## config.mk

```make
export PLATFORM = sky130hd
export DESIGN_NAME = multi_task_windowed_watchdog_flat
export DESIGN_NICKNAME = d
export VERILOG_FILES = /design/src/design/mtww_pkg.sv /design/src/design/mtww_item_if.sv /design/src/design/mtww_result_if.sv /design/src/design/multi_task_windowed_watchdog.sv /design/src/design/mtww_cfg.sv /design/src/design/mtww_eval.sv /design/src/design/mtww_out.sv /design/src/flat_wrapper.sv
export SDC_FILE = /design/constraint.sdc
export NUM_CORES = 1
export LEC_CHECK = 0
export BUFFER_PORTS_ARGS = -buffer_cell sky130_fd_sc_hd__buf_4
export CAP_MARGIN = 10
export CORE_ASPECT_RATIO = 1.1
export CORE_MARGIN = 2
export CORE_UTILIZATION = 45
export CTS_CLUSTER_SIZE = 10
export DETAILED_ROUTE_END_ITERATION = 8
export GPL_TIMING_DRIVEN = 0
export PLACE_DENSITY = 0.66
export SKIP_LAST_GASP = 1
export SLEW_MARGIN = 20
export SYNTH_ARGS = -nofsm -noshare
export SYNTH_HDL_FRONTEND = slang
export SYNTH_SLANG_ARGS = --single-unit
```

## constraint.sdc

```tcl
create_clock -name clk -period 4.4 [get_ports clk]
set_input_delay 0.88 -clock clk [delete_from_list [all_inputs] [get_ports clk]]
set_output_delay 0.88 -clock clk [all_outputs]
set_load 0.02 [all_outputs]
```

## src/design/mtww_pkg.sv

```systemverilog
// ----------------------------------------------------------------------------
// mtww_pkg: shared types for the windowed task watchdog
// Configuration record, register indexes, operation codes and the result record.
// ----------------------------------------------------------------------------
package mtww_pkg;

	localparam int unsigned CFG_INDEX_W = 8;
	localparam int unsigned CFG_DATA_W  = 64;
	localparam int unsigned MASK_W      = 32;
	localparam int unsigned ID_W        = 5;
	localparam int unsigned SAMPLE_W    = 64;

	typedef enum logic {
		OP_CHECKIN = 1'b0,
		OP_PERIOD  = 1'b1
	} op_t;

	typedef enum logic [CFG_INDEX_W-1:0] {
		REG_WATCH_MASK   = 8'd0,
		REG_ENABLE_RESET = 8'd1,
		REG_WINDOW_LOW   = 8'd2,
		REG_WINDOW_HIGH  = 8'd3
	} cfg_index_t;

	typedef struct packed {
		logic [MASK_W-1:0]   watch_mask;
		logic                enable_reset;
		logic [SAMPLE_W-1:0] window_low;
		logic [SAMPLE_W-1:0] window_high;
	} cfg_t;

	typedef struct packed {
		logic [MASK_W-1:0] dead_mask;
		logic              timing_fault;
		logic              panic;
		logic              halt;
		logic              kick;
	} result_t;

endpackage

```

## src/design/mtww_item_if.sv

```systemverilog
// ----------------------------------------------------------------------------
// mtww_item_if: request channel into the watchdog
// Valid/ready handshake carrying a check-in or a period request.
// ----------------------------------------------------------------------------
interface mtww_item_if;
	logic                              valid;
	logic                              ready;
	logic                              operation;
	logic [mtww_pkg::ID_W-1:0]         task_id;
	logic [mtww_pkg::SAMPLE_W-1:0]     timing_sample;

	modport source (output valid, output operation, output task_id, output timing_sample,
		input ready);
	modport sink (input valid, input operation, input task_id, input timing_sample,
		output ready);
endinterface

```

## src/design/mtww_result_if.sv

```systemverilog
// ----------------------------------------------------------------------------
// mtww_result_if: result channel out of the watchdog
// Valid/ready handshake carrying one period verdict.
// ----------------------------------------------------------------------------
interface mtww_result_if;
	logic                          valid;
	logic                          ready;
	logic [mtww_pkg::MASK_W-1:0]   dead_mask;
	logic                          timing_fault;
	logic                          panic;
	logic                          halt;
	logic                          kick;

	modport source (output valid, output dead_mask, output timing_fault, output panic,
		output halt, output kick, input ready);
	modport sink (input valid, input dead_mask, input timing_fault, input panic,
		input halt, input kick, output ready);
endinterface

```

## src/design/multi_task_windowed_watchdog.sv

```systemverilog
// ----------------------------------------------------------------------------
// multi_task_windowed_watchdog: windowed check-in watchdog for up to TASKS tasks
// Requests enter on item, verdicts leave on result, registers load via cfg_*.
// ----------------------------------------------------------------------------
// A check-in request sets its task's bit and gives no verdict. A period request
// carries a timing counter sample; the first one after reset only records the
// baseline, each later one gives a verdict: dead mask (check-ins XOR watch
// mask), timing fault when the 64-bit wrapping advance lies outside
// [window_low, window_high], panic, and halt or kick when enable_reset is set.
// A verdict passes through the request register and then the result register
// before it appears on result.
// Throughput: one request per cycle while item.ready is high; the state is
// updated at the request register. A verdict held in the result register
// does not stop the next request from being taken; while the receiver
// stalls with a verdict waiting in both registers, item.ready drops.
// Reset clears check-ins, the baseline and the registers to their defaults.
// Write configuration only while no request is in flight.
// ----------------------------------------------------------------------------
module multi_task_windowed_watchdog #(
	parameter int unsigned TASKS = 32
) (
	input  logic                                clk,
	input  logic                                arst_n,
	mtww_item_if.sink                           item,
	mtww_result_if.source                       result,
	input  logic                                cfg_we,
	input  logic [mtww_pkg::CFG_INDEX_W-1:0]    cfg_index,
	input  logic [mtww_pkg::CFG_DATA_W-1:0]     cfg_data
);

	mtww_pkg::cfg_t    cfg;
	mtww_pkg::result_t res;
	mtww_pkg::result_t out_res;
	logic              res_valid;
	logic              res_ready;

	mtww_cfg #(.TASKS(TASKS)) u_cfg (
		.clk       (clk),
		.arst_n    (arst_n),
		.cfg_we    (cfg_we),
		.cfg_index (cfg_index),
		.cfg_data  (cfg_data),
		.cfg       (cfg)
	);

	mtww_eval #(.TASKS(TASKS)) u_eval (
		.clk              (clk),
		.arst_n           (arst_n),
		.cfg              (cfg),
		.in_valid         (item.valid),
		.in_ready         (item.ready),
		.in_operation     (item.operation),
		.in_task_id       (item.task_id),
		.in_timing_sample (item.timing_sample),
		.res_valid        (res_valid),
		.res_ready        (res_ready),
		.res              (res)
	);

	mtww_out u_out (
		.clk       (clk),
		.arst_n    (arst_n),
		.res_valid (res_valid),
		.res_ready (res_ready),
		.res       (res),
		.out_valid (result.valid),
		.out_ready (result.ready),
		.out_res   (out_res)
	);

	assign result.dead_mask    = out_res.dead_mask;
	assign result.timing_fault = out_res.timing_fault;
	assign result.panic        = out_res.panic;
	assign result.halt         = out_res.halt;
	assign result.kick         = out_res.kick;

endmodule

```

## src/design/mtww_cfg.sv

```systemverilog
// ----------------------------------------------------------------------------
// mtww_cfg: configuration register file
// Decodes plain writes into the watch mask, reset enable and timing window.
// ----------------------------------------------------------------------------
module mtww_cfg #(
	parameter int unsigned TASKS = 32
) (
	input  logic                                clk,
	input  logic                                arst_n,
	input  logic                                cfg_we,
	input  logic [mtww_pkg::CFG_INDEX_W-1:0]    cfg_index,
	input  logic [mtww_pkg::CFG_DATA_W-1:0]     cfg_data,
	output mtww_pkg::cfg_t                      cfg
);

	localparam logic [mtww_pkg::MASK_W-1:0] WATCH_RESET =
		mtww_pkg::MASK_W'((65'd1 << TASKS) - 65'd1);

	mtww_pkg::cfg_t cfg_q;

	always_ff @(posedge clk or negedge arst_n) begin
		if (!arst_n) begin
			cfg_q.watch_mask   <= WATCH_RESET;
			cfg_q.enable_reset <= 1'b1;
			cfg_q.window_low   <= '0;
			cfg_q.window_high  <= '1;
		end else if (cfg_we) begin
			case (mtww_pkg::cfg_index_t'(cfg_index))
				mtww_pkg::REG_WATCH_MASK:   cfg_q.watch_mask   <= cfg_data[mtww_pkg::MASK_W-1:0];
				mtww_pkg::REG_ENABLE_RESET: cfg_q.enable_reset <= cfg_data[0];
				mtww_pkg::REG_WINDOW_LOW:   cfg_q.window_low   <= cfg_data;
				mtww_pkg::REG_WINDOW_HIGH:  cfg_q.window_high  <= cfg_data;
				default: ;
			endcase
		end
	end

	assign cfg = cfg_q;

endmodule

```

## src/design/mtww_eval.sv

```systemverilog
// ----------------------------------------------------------------------------
// mtww_eval: request register, watchdog state and period verdict
// Holds one request, updates check-in bits and the timing baseline, and forms
// the verdict for each counted period.
// ----------------------------------------------------------------------------
module mtww_eval #(
	parameter int unsigned TASKS = 32
) (
	input  logic                                clk,
	input  logic                                arst_n,
	input  mtww_pkg::cfg_t                      cfg,
	input  logic                                in_valid,
	output logic                                in_ready,
	input  logic                                in_operation,
	input  logic [mtww_pkg::ID_W-1:0]           in_task_id,
	input  logic [mtww_pkg::SAMPLE_W-1:0]       in_timing_sample,
	output logic                                res_valid,
	input  logic                                res_ready,
	output mtww_pkg::result_t                   res
);

	logic                              valid_s1;
	mtww_pkg::op_t                     op_s1;
	logic [mtww_pkg::ID_W-1:0]         id_s1;
	logic [mtww_pkg::SAMPLE_W-1:0]     sample_s1;

	logic [TASKS-1:0]                  checkin_q;
	logic [mtww_pkg::SAMPLE_W-1:0]     prev_q;
	logic                              baseline_q;

	logic                              advance;
	logic                              id_ok;
	logic [mtww_pkg::SAMPLE_W-1:0]     delta;
	logic                              fault;
	logic [mtww_pkg::MASK_W-1:0]       dead;
	logic                              panic;

	assign res_valid = valid_s1 && (op_s1 == mtww_pkg::OP_PERIOD) && baseline_q;
	// Requests that give no result always drain; a verdict waits for the output slot.
	assign advance   = !valid_s1 || !res_valid || res_ready;
	assign in_ready  = advance;

	always_ff @(posedge clk or negedge arst_n) begin
		if (!arst_n) begin
			valid_s1 <= 1'b0;
		end else if (advance) begin
			valid_s1 <= in_valid;
		end
	end

	always_ff @(posedge clk) begin
		if (advance && in_valid) begin
			op_s1     <= mtww_pkg::op_t'(in_operation);
			id_s1     <= in_task_id;
			sample_s1 <= in_timing_sample;
		end
	end

	assign id_ok = {1'b0, id_s1} < (mtww_pkg::ID_W + 1)'(TASKS);

	always_ff @(posedge clk or negedge arst_n) begin
		if (!arst_n) begin
			checkin_q  <= '0;
			prev_q     <= '0;
			baseline_q <= 1'b0;
		end else if (valid_s1 && advance) begin
			case (op_s1)
				mtww_pkg::OP_CHECKIN: begin
					if (id_ok) begin
						checkin_q <= checkin_q | (TASKS'(1) << id_s1);
					end
				end
				mtww_pkg::OP_PERIOD: begin
					prev_q     <= sample_s1;
					baseline_q <= 1'b1;
					// The first period only sets the baseline and keeps the check-ins.
					if (baseline_q) begin
						checkin_q <= '0;
					end
				end
				default: ;
			endcase
		end
	end

	assign delta = sample_s1 - prev_q;
	assign fault = (delta < cfg.window_low) || (delta > cfg.window_high);
	assign dead  = mtww_pkg::MASK_W'(checkin_q) ^ cfg.watch_mask;
	assign panic = (dead != '0) || fault;

	assign res.dead_mask    = dead;
	assign res.timing_fault = fault;
	assign res.panic        = panic;
	assign res.halt         = panic && cfg.enable_reset;
	assign res.kick         = !panic && cfg.enable_reset;

endmodule

```

## src/design/mtww_out.sv

```systemverilog
// ----------------------------------------------------------------------------
// mtww_out: result register
// Holds one verdict until the receiver takes it.
// ----------------------------------------------------------------------------
module mtww_out (
	input  logic                clk,
	input  logic                arst_n,
	input  logic                res_valid,
	output logic                res_ready,
	input  mtww_pkg::result_t   res,
	output logic                out_valid,
	input  logic                out_ready,
	output mtww_pkg::result_t   out_res
);

	logic              valid_q;
	mtww_pkg::result_t res_q;

	assign res_ready = !valid_q || out_ready;

	always_ff @(posedge clk or negedge arst_n) begin
		if (!arst_n) begin
			valid_q <= 1'b0;
		end else if (res_ready) begin
			valid_q <= res_valid;
		end
	end

	always_ff @(posedge clk) begin
		if (res_ready && res_valid) begin
			res_q <= res;
		end
	end

	assign out_valid = valid_q;
	assign out_res   = res_q;

endmodule
```

## src/flat_wrapper.sv

```systemverilog
// flat-port wrapper written by rule: the top's interface ports become plain ports
module multi_task_windowed_watchdog_flat 
#(
	parameter int unsigned TASKS = 32
)
  (clk, arst_n, cfg_we, cfg_index, cfg_data, item_valid, item_operation, item_task_id, item_timing_sample, item_ready, result_valid, result_dead_mask, result_timing_fault, result_panic, result_halt, result_kick, result_ready);
  mtww_item_if item_i ();
  mtww_result_if result_i ();
  input  logic clk;
  input  logic arst_n;
  input  logic cfg_we;
  input  logic [mtww_pkg::CFG_INDEX_W-1:0] cfg_index;
  input  logic [mtww_pkg::CFG_DATA_W-1:0] cfg_data;
  input wire logic [$bits(item_i.valid)-1:0] item_valid;
  input wire logic [$bits(item_i.operation)-1:0] item_operation;
  input wire logic [$bits(item_i.task_id)-1:0] item_task_id;
  input wire logic [$bits(item_i.timing_sample)-1:0] item_timing_sample;
  output wire logic [$bits(item_i.ready)-1:0] item_ready;
  output wire logic [$bits(result_i.valid)-1:0] result_valid;
  output wire logic [$bits(result_i.dead_mask)-1:0] result_dead_mask;
  output wire logic [$bits(result_i.timing_fault)-1:0] result_timing_fault;
  output wire logic [$bits(result_i.panic)-1:0] result_panic;
  output wire logic [$bits(result_i.halt)-1:0] result_halt;
  output wire logic [$bits(result_i.kick)-1:0] result_kick;
  input wire logic [$bits(result_i.ready)-1:0] result_ready;
  assign item_i.valid = item_valid;
  assign item_i.operation = item_operation;
  assign item_i.task_id = item_task_id;
  assign item_i.timing_sample = item_timing_sample;
  assign item_ready = item_i.ready;
  assign result_valid = result_i.valid;
  assign result_dead_mask = result_i.dead_mask;
  assign result_timing_fault = result_i.timing_fault;
  assign result_panic = result_i.panic;
  assign result_halt = result_i.halt;
  assign result_kick = result_i.kick;
  assign result_i.ready = result_ready;
  multi_task_windowed_watchdog #(.TASKS(TASKS)) u_core (.clk(clk), .arst_n(arst_n), .item(item_i), .result(result_i), .cfg_we(cfg_we), .cfg_index(cfg_index), .cfg_data(cfg_data));
endmodule
```

Yosys cells after proc, flatten, opt, wreduce, memory -nomap -nowiden

Index checks and enable logic that the tools add are counted.

Add/sub/neg operators: 1
Order comparisons: 2
Equal/unequal tests: 4
Shifts and indexed selects: 1
Mux-type cells: 2
Bitwise operators: 3
Reductions and logical operators: 24

Operators with widths:

| kind                   | count |
|---|---|
| $gt A64 B64 Y1         | 1 |
| $lt A64 B64 Y1         | 1 |
| $pmux W32 S2           | 1 |
| $sub A64 B64 Y64       | 1 |
| $mux W32               | 1 |
| $or A32 B32 Y32        | 1 |
| $reduce_bool A32 Y1    | 1 |
| $shl A1 B5 Y32 const A | 1 |
| $xor A32 B32 Y32       | 1 |
| $eq A8 B2 Y1 const B   | 2 |
| $reduce_and A2 Y1      | 6 |
| $eq A8 B1 Y1 const B   | 1 |
| $logic_not A8 Y1       | 1 |
| $logic_and A1 B1 Y1    | 7 |
| $logic_or A1 B1 Y1     | 5 |
| $logic_not A1 Y1       | 4 |
| $ne A2 B1 Y1 const B   | 1 |
| $not A1 Y1             | 1 |

Register bits after elaboration: 366
Bits of input ports: 147
Output and inout port bits: 38
Logic and storage cells: 54

Logic depth before layout (Yosys ltp)

Depth after elaboration: 7
Gate-level depth with buffers: 23
Gate-level depth less buffers: 23

Hierarchy

A second synthesis with hierarchy kept.

Cell total of the unflattened synthesis: 1875
Area total of the unflattened synthesis: 21008.9 µm²

By module, submodules not included:

| module    | instances | cells an instance | area an instance (µm²) | seq. area each (µm²) |
|---|---|---|---|---|
| mtww_eval | 1         | 1490              | 13135.1                | 4554.4 |
| mtww_cfg  | 1         | 345               | 6739.0                 | 4150.2 |
| mtww_out  | 1         | 40                | 1134.8                 | 1106.1 |

Worst setup path before layout

No wires, ideal clock.

Path type: register to register
Start: register u_core.u_eval.sample_s1[0] in the netlist's numbering
End: register u_core.u_out.res_q, in the netlist u_core.u_out.out_res[1] (data pin)
Arrival: 4.544 ns
Setup slack: -0.399 ns
Stages on the path, launching flop included: 24
Path buffers: 0
Path through: edfxtp_1 inv_1 ha_1 inv_1 fa_1 a211oi_1 o21ai_0 a21oi_1 o21ai_0 a21o_1 a21o_1 a31oi_1 o21bai_1 xnor2_1 ha_1 a21o_1 a21o_1 a21oi_1 o211ai_1 a2111o_1 a21oi_1 o22ai_1 or3_1 and2_1

RTL lines:

| item                     | RTL line        | source |
|---|---|---|
| start: declaration       | mtww_eval.sv:25 | `logic [mtww_pkg::SAMPLE_W-1:0] sample_s1;` |
| start signal: assignment | mtww_eval.sv:55 | `sample_s1 <= in_timing_sample;` |
| end signal: assignment   | mtww_out.sv:31  | `res_q <= res;` |
| end: declaration         | mtww_out.sv:17  | `mtww_pkg::result_t res_q;` |

==> impl_metrics.yaml <==
grt:
  antenna_found_initial: 0
  grt_pass1_wl_um: 83110
  grtUsageTotal: 0.2280
  grt_max_degree: 100
  first_global_vias: 15760
  gr-total-overflow: 0
critical_path:
  crit_fanout: 8
  worst-r2r-setup-slack_ns: -0.96
  start_kind: "register"
  required_ns: 4.74
  cp-end-kind: "register"
  arrival_ns: 5.70
  crit_type: "reg -> reg"
min_path:
  hold_class: "in -> async"
finish:
  drive_above_1_share: 0.2878
  final_common_cell: "buf_4"
  final_nets: 2526
  final_cell_mix: "226 x buf_4, 216 x inv_1, 173 x ha_1"
  n_fill_cell: 3822
  area_growth_pct: 21.95
cts:
  cts-root-buf: "clkbuf_16"
  path_clk_slew_ns: 0.06
  cts_sinks: 366
  cts_buffers: 44
  clockBufferDepth: 3
  cts_tree: "built"
  cts_hold_buf: 0
  cts_max_level: 2
  worstSkewPairLatency_ns: 0.59
drt:
  route.vias.total: 15210
  dr.pass1.iters: 5
  drt-wirelength-per-cell_um: 18.72
  drc_errors: 0
  drt_wl_total_um: 52540
  via_per_inst: 5.420
  drt_iter0_markers: 809
  drtAntennaViolNets: 0
job:
  max-cap-violations: 0
sta:
  slew_headroom: 0.3256
  fmax_mhz: 186.7
  worst_pin_slew_ns: 1.004
  setup_viol: 4
  fin_crit_sh: 1.217
  hold_ws_ns: 0.1833
  hold_violations: 0
  slew_violations: 0
  fin_skew_ns: 0.01258
  post-route-min-period_ns: 5.355
  final.setup.worst_slack_ns: -0.9555
  rsz0062_at_grt: "yes"
synthesis:
  yosysSeqAreaShare: 0.4825
  synthCells: 1911
  synth.distinct_cells: 71
  synthesis.area_um2: 20330
  synth_edf_count: 106
  avgSynthCellArea_um2: 10.64
  synth-main-ff-cell: "dfrtp_1"
  synth-async-reset-ratio: 0.7104
  yosysWarnings: 0
  syn_nets: 2249
  synth-seq-cells: 366
pwr:
  irDropWorstVdd_mv: 0.3537
  p_leak_uw: 0.01099
  cellPowerDensity_nw_per_um2: 451.7
place:
  io_buffers: 184
  dp_slack_ns: -1.638
  gp_congestion: 0.9887
  hpwlAfterDp_um: 40020
die:
  design.core.area_um2: 44490
  io_pins: 185
  die_h_um: 227.0
  dieWidth_um: 206.7
  start_util: 0.4570
  placementRows: 81
  die_area_um2: 46910
outcome:
  violations: "setup timing"
  status: "finished with violations"
[layer usage]
metal	vias to the layer above	part of all wire	GRT usage
met1	7478	0.43	0.2838
met3	89	0.044	0.03622
met2	350	0.50	0.4018
met5	-	0	0
li1	7291	-	-
met4	0	0.032	0.07696
[flip-flops by register name, indices dropped and copies added (netlist names)]
name                      flops
u_core.u_out.out_res         36
u_core.u_out.out_valid        1
u_core.u_eval.baseline_q      1
u_core.u_cfg.cfg            161
u_core.u_eval.id_s1           5
u_core.u_eval.checkin_q      32
u_core.u_eval.prev_q         64
u_core.u_eval.valid_s1        1
u_core.u_eval.op_s1           1
u_core.u_eval.sample_s1      64
[metrics by stage]
| step | cells | area, um2 | power [uW] | setup TNS [ns] | utilization |
|---|---|---|---|---|---|
| 3_3_place_gp | 2676 | 22490 | 7310 | -27.96 | 0.5055 |
| 3_5_place_dp | 2683 | 22670 | 7440 | -5.871 | 0.5094 |
| 6_report | 2806 | 24800 | 11200 | -3.453 | 0.5574 |
| 2_1_floorplan | 1911 | 20380 | 6351 | -0.1380 | - |
| 5_1_grt | 2805 | 24800 | 11960 | -4.048 | 0.5573 |
| 4_1_cts | 2796 | 24590 | 11180 | -3.444 | 0.5527 |
[Yosys cell counts (4+ instances only)]
| library cell | n | share of area |
|---|---|---|
| nor2_1 | 92 | 0.017 |
| nor4_1 | 14 | 0.0043 |
| and3_1 | 4 | 0.0012 |
| buf_2 | 7 | 0.0017 |
| o21ai_0 | 127 | 0.031 |
| ha_1 | 190 | 0.12 |
| o21bai_1 | 21 | 0.0078 |
| a21oi_1 | 159 | 0.039 |
| a21boi_0 | 4 | 0.0015 |
| and2_1 | 6 | 0.0018 |
| a31oi_1 | 4 | 0.0012 |
| inv_1 | 216 | 0.040 |
| nand2_1 | 148 | 0.027 |
| or3_1 | 12 | 0.0037 |
| a21o_1 | 37 | 0.014 |
| nor3_1 | 18 | 0.0044 |
| o31a_1 | 4 | 0.0017 |
| xor2_1 | 54 | 0.023 |
| mux2_2 | 163 | 0.090 |
| edfxtp_1 | 106 | 0.16 |
| dfstp_2 | 97 | 0.13 |
| xnor2_1 | 37 | 0.016 |
| a221oi_1 | 4 | 0.0017 |
| nand3_1 | 25 | 0.0062 |
| clkbuf_1 | 45 | 0.0083 |
| nor3b_1 | 4 | 0.0015 |
| nand4_1 | 46 | 0.014 |
| nor2b_1 | 13 | 0.0040 |
| o211ai_1 | 7 | 0.0026 |
| o21a_1 | 6 | 0.0022 |
| nand2b_1 | 5 | 0.0015 |
| a211oi_1 | 12 | 0.0044 |
| dfrtp_1 | 163 | 0.20 |
[layout make-up]
type                    count  area [um2]  area share
clock inverters             7       121.4    0.004894
clock buffers              75        1237     0.04990
inverters                 216       810.8     0.03270
diodes                      1       2.502   0.0001009
multi-input cells        1270        9928      0.4004
plain buffers              56       286.5     0.01155
flip-flops and latches    366        9811      0.3956
well taps                 581       726.9     0.02932
repair buffers            234        1873     0.07553
[critical path, stage by stage (launching register included)]
cell and delay (ns):
edfxtp_1 0.41, ha_1 0.31, buf_6 0.13, nand3_2 0.08, or3_4 0.40, o31a_1 0.33, o31a_1 0.39, buf_4 0.19
a2111o_1 0.44, nor2b_4 0.17, xnor2_2 0.15, ha_1 0.33, nand4_1 0.18, nor3_4 0.31, nand4_1 0.22, nor4_2 0.25
and2_4 0.21, o22ai_4 0.10, or3_4 0.37, and2_4 0.14
[where the power goes]
group / total, uW / internal, uW / leakage, uW / switching (uW)
clock: 3430 / 1980 / 0.000646 / 1450
combinational: 3850 / 1650 / 0.00617 / 2190
sequential: 3920 / 3800 / 0.00417 / 120
[repair_timing]
action | 4_1_cts | 5_1_grt
endpoints found under the setup margin | 4 | 4
pin swaps | 39 | 31
gates cloned | 0 | 0
gates resized for setup | 68 | 24
buffers inserted | 34 | 9
[logic make-up (layout without fill, tap and decap cells)]
kind of cell | Yosys count | after routing | share of synthesized area
muxes | 164 | 164 | 0.09076
other | 0 | 1 | 0
adders and majority gates | 191 | 191 | 0.1179
DFF | 366 | 366 | 0.4825
xor gates and xnor gates | 91 | 91 | 0.03919
buffers and inverters | 275 | 588 | 0.05169
and+or+nand+nor | 402 | 402 | 0.09328
AOI/OAI and AO/OA | 422 | 422 | 0.1247
[worst paths after layout]
| check | from | end | cells past startpoint |
|---|---|---|---|
| worst min-delay path | arst_n | u_core.u_eval.prev_q[7]$_DFFE_PN0P_ | 1 |
| worst min register to register | u_core.u_eval.sample_s1[59]$_DFFE_PP_ | u_core.u_eval.prev_q[59]$_DFFE_PN0P_ | 2 |
| worst max-delay path | u_core.u_eval.sample_s1[13]$_DFFE_PP_ | u_core.u_out.out_res[1]$_DFFE_PP_ | 19 |
| min in group clk | item_timing_sample[56] | u_core.u_eval.sample_s1[56]$_DFFE_PP_ | 1 |
| max in group asynchronous | arst_n | u_core.u_cfg.cfg[47]$_DFFE_PN1P_ | 3 |
| worst max register to register | u_core.u_eval.sample_s1[13]$_DFFE_PP_ | u_core.u_out.out_res[1]$_DFFE_PP_ | 19 |
No activity file was read; power rests on OpenSTA's default activity.
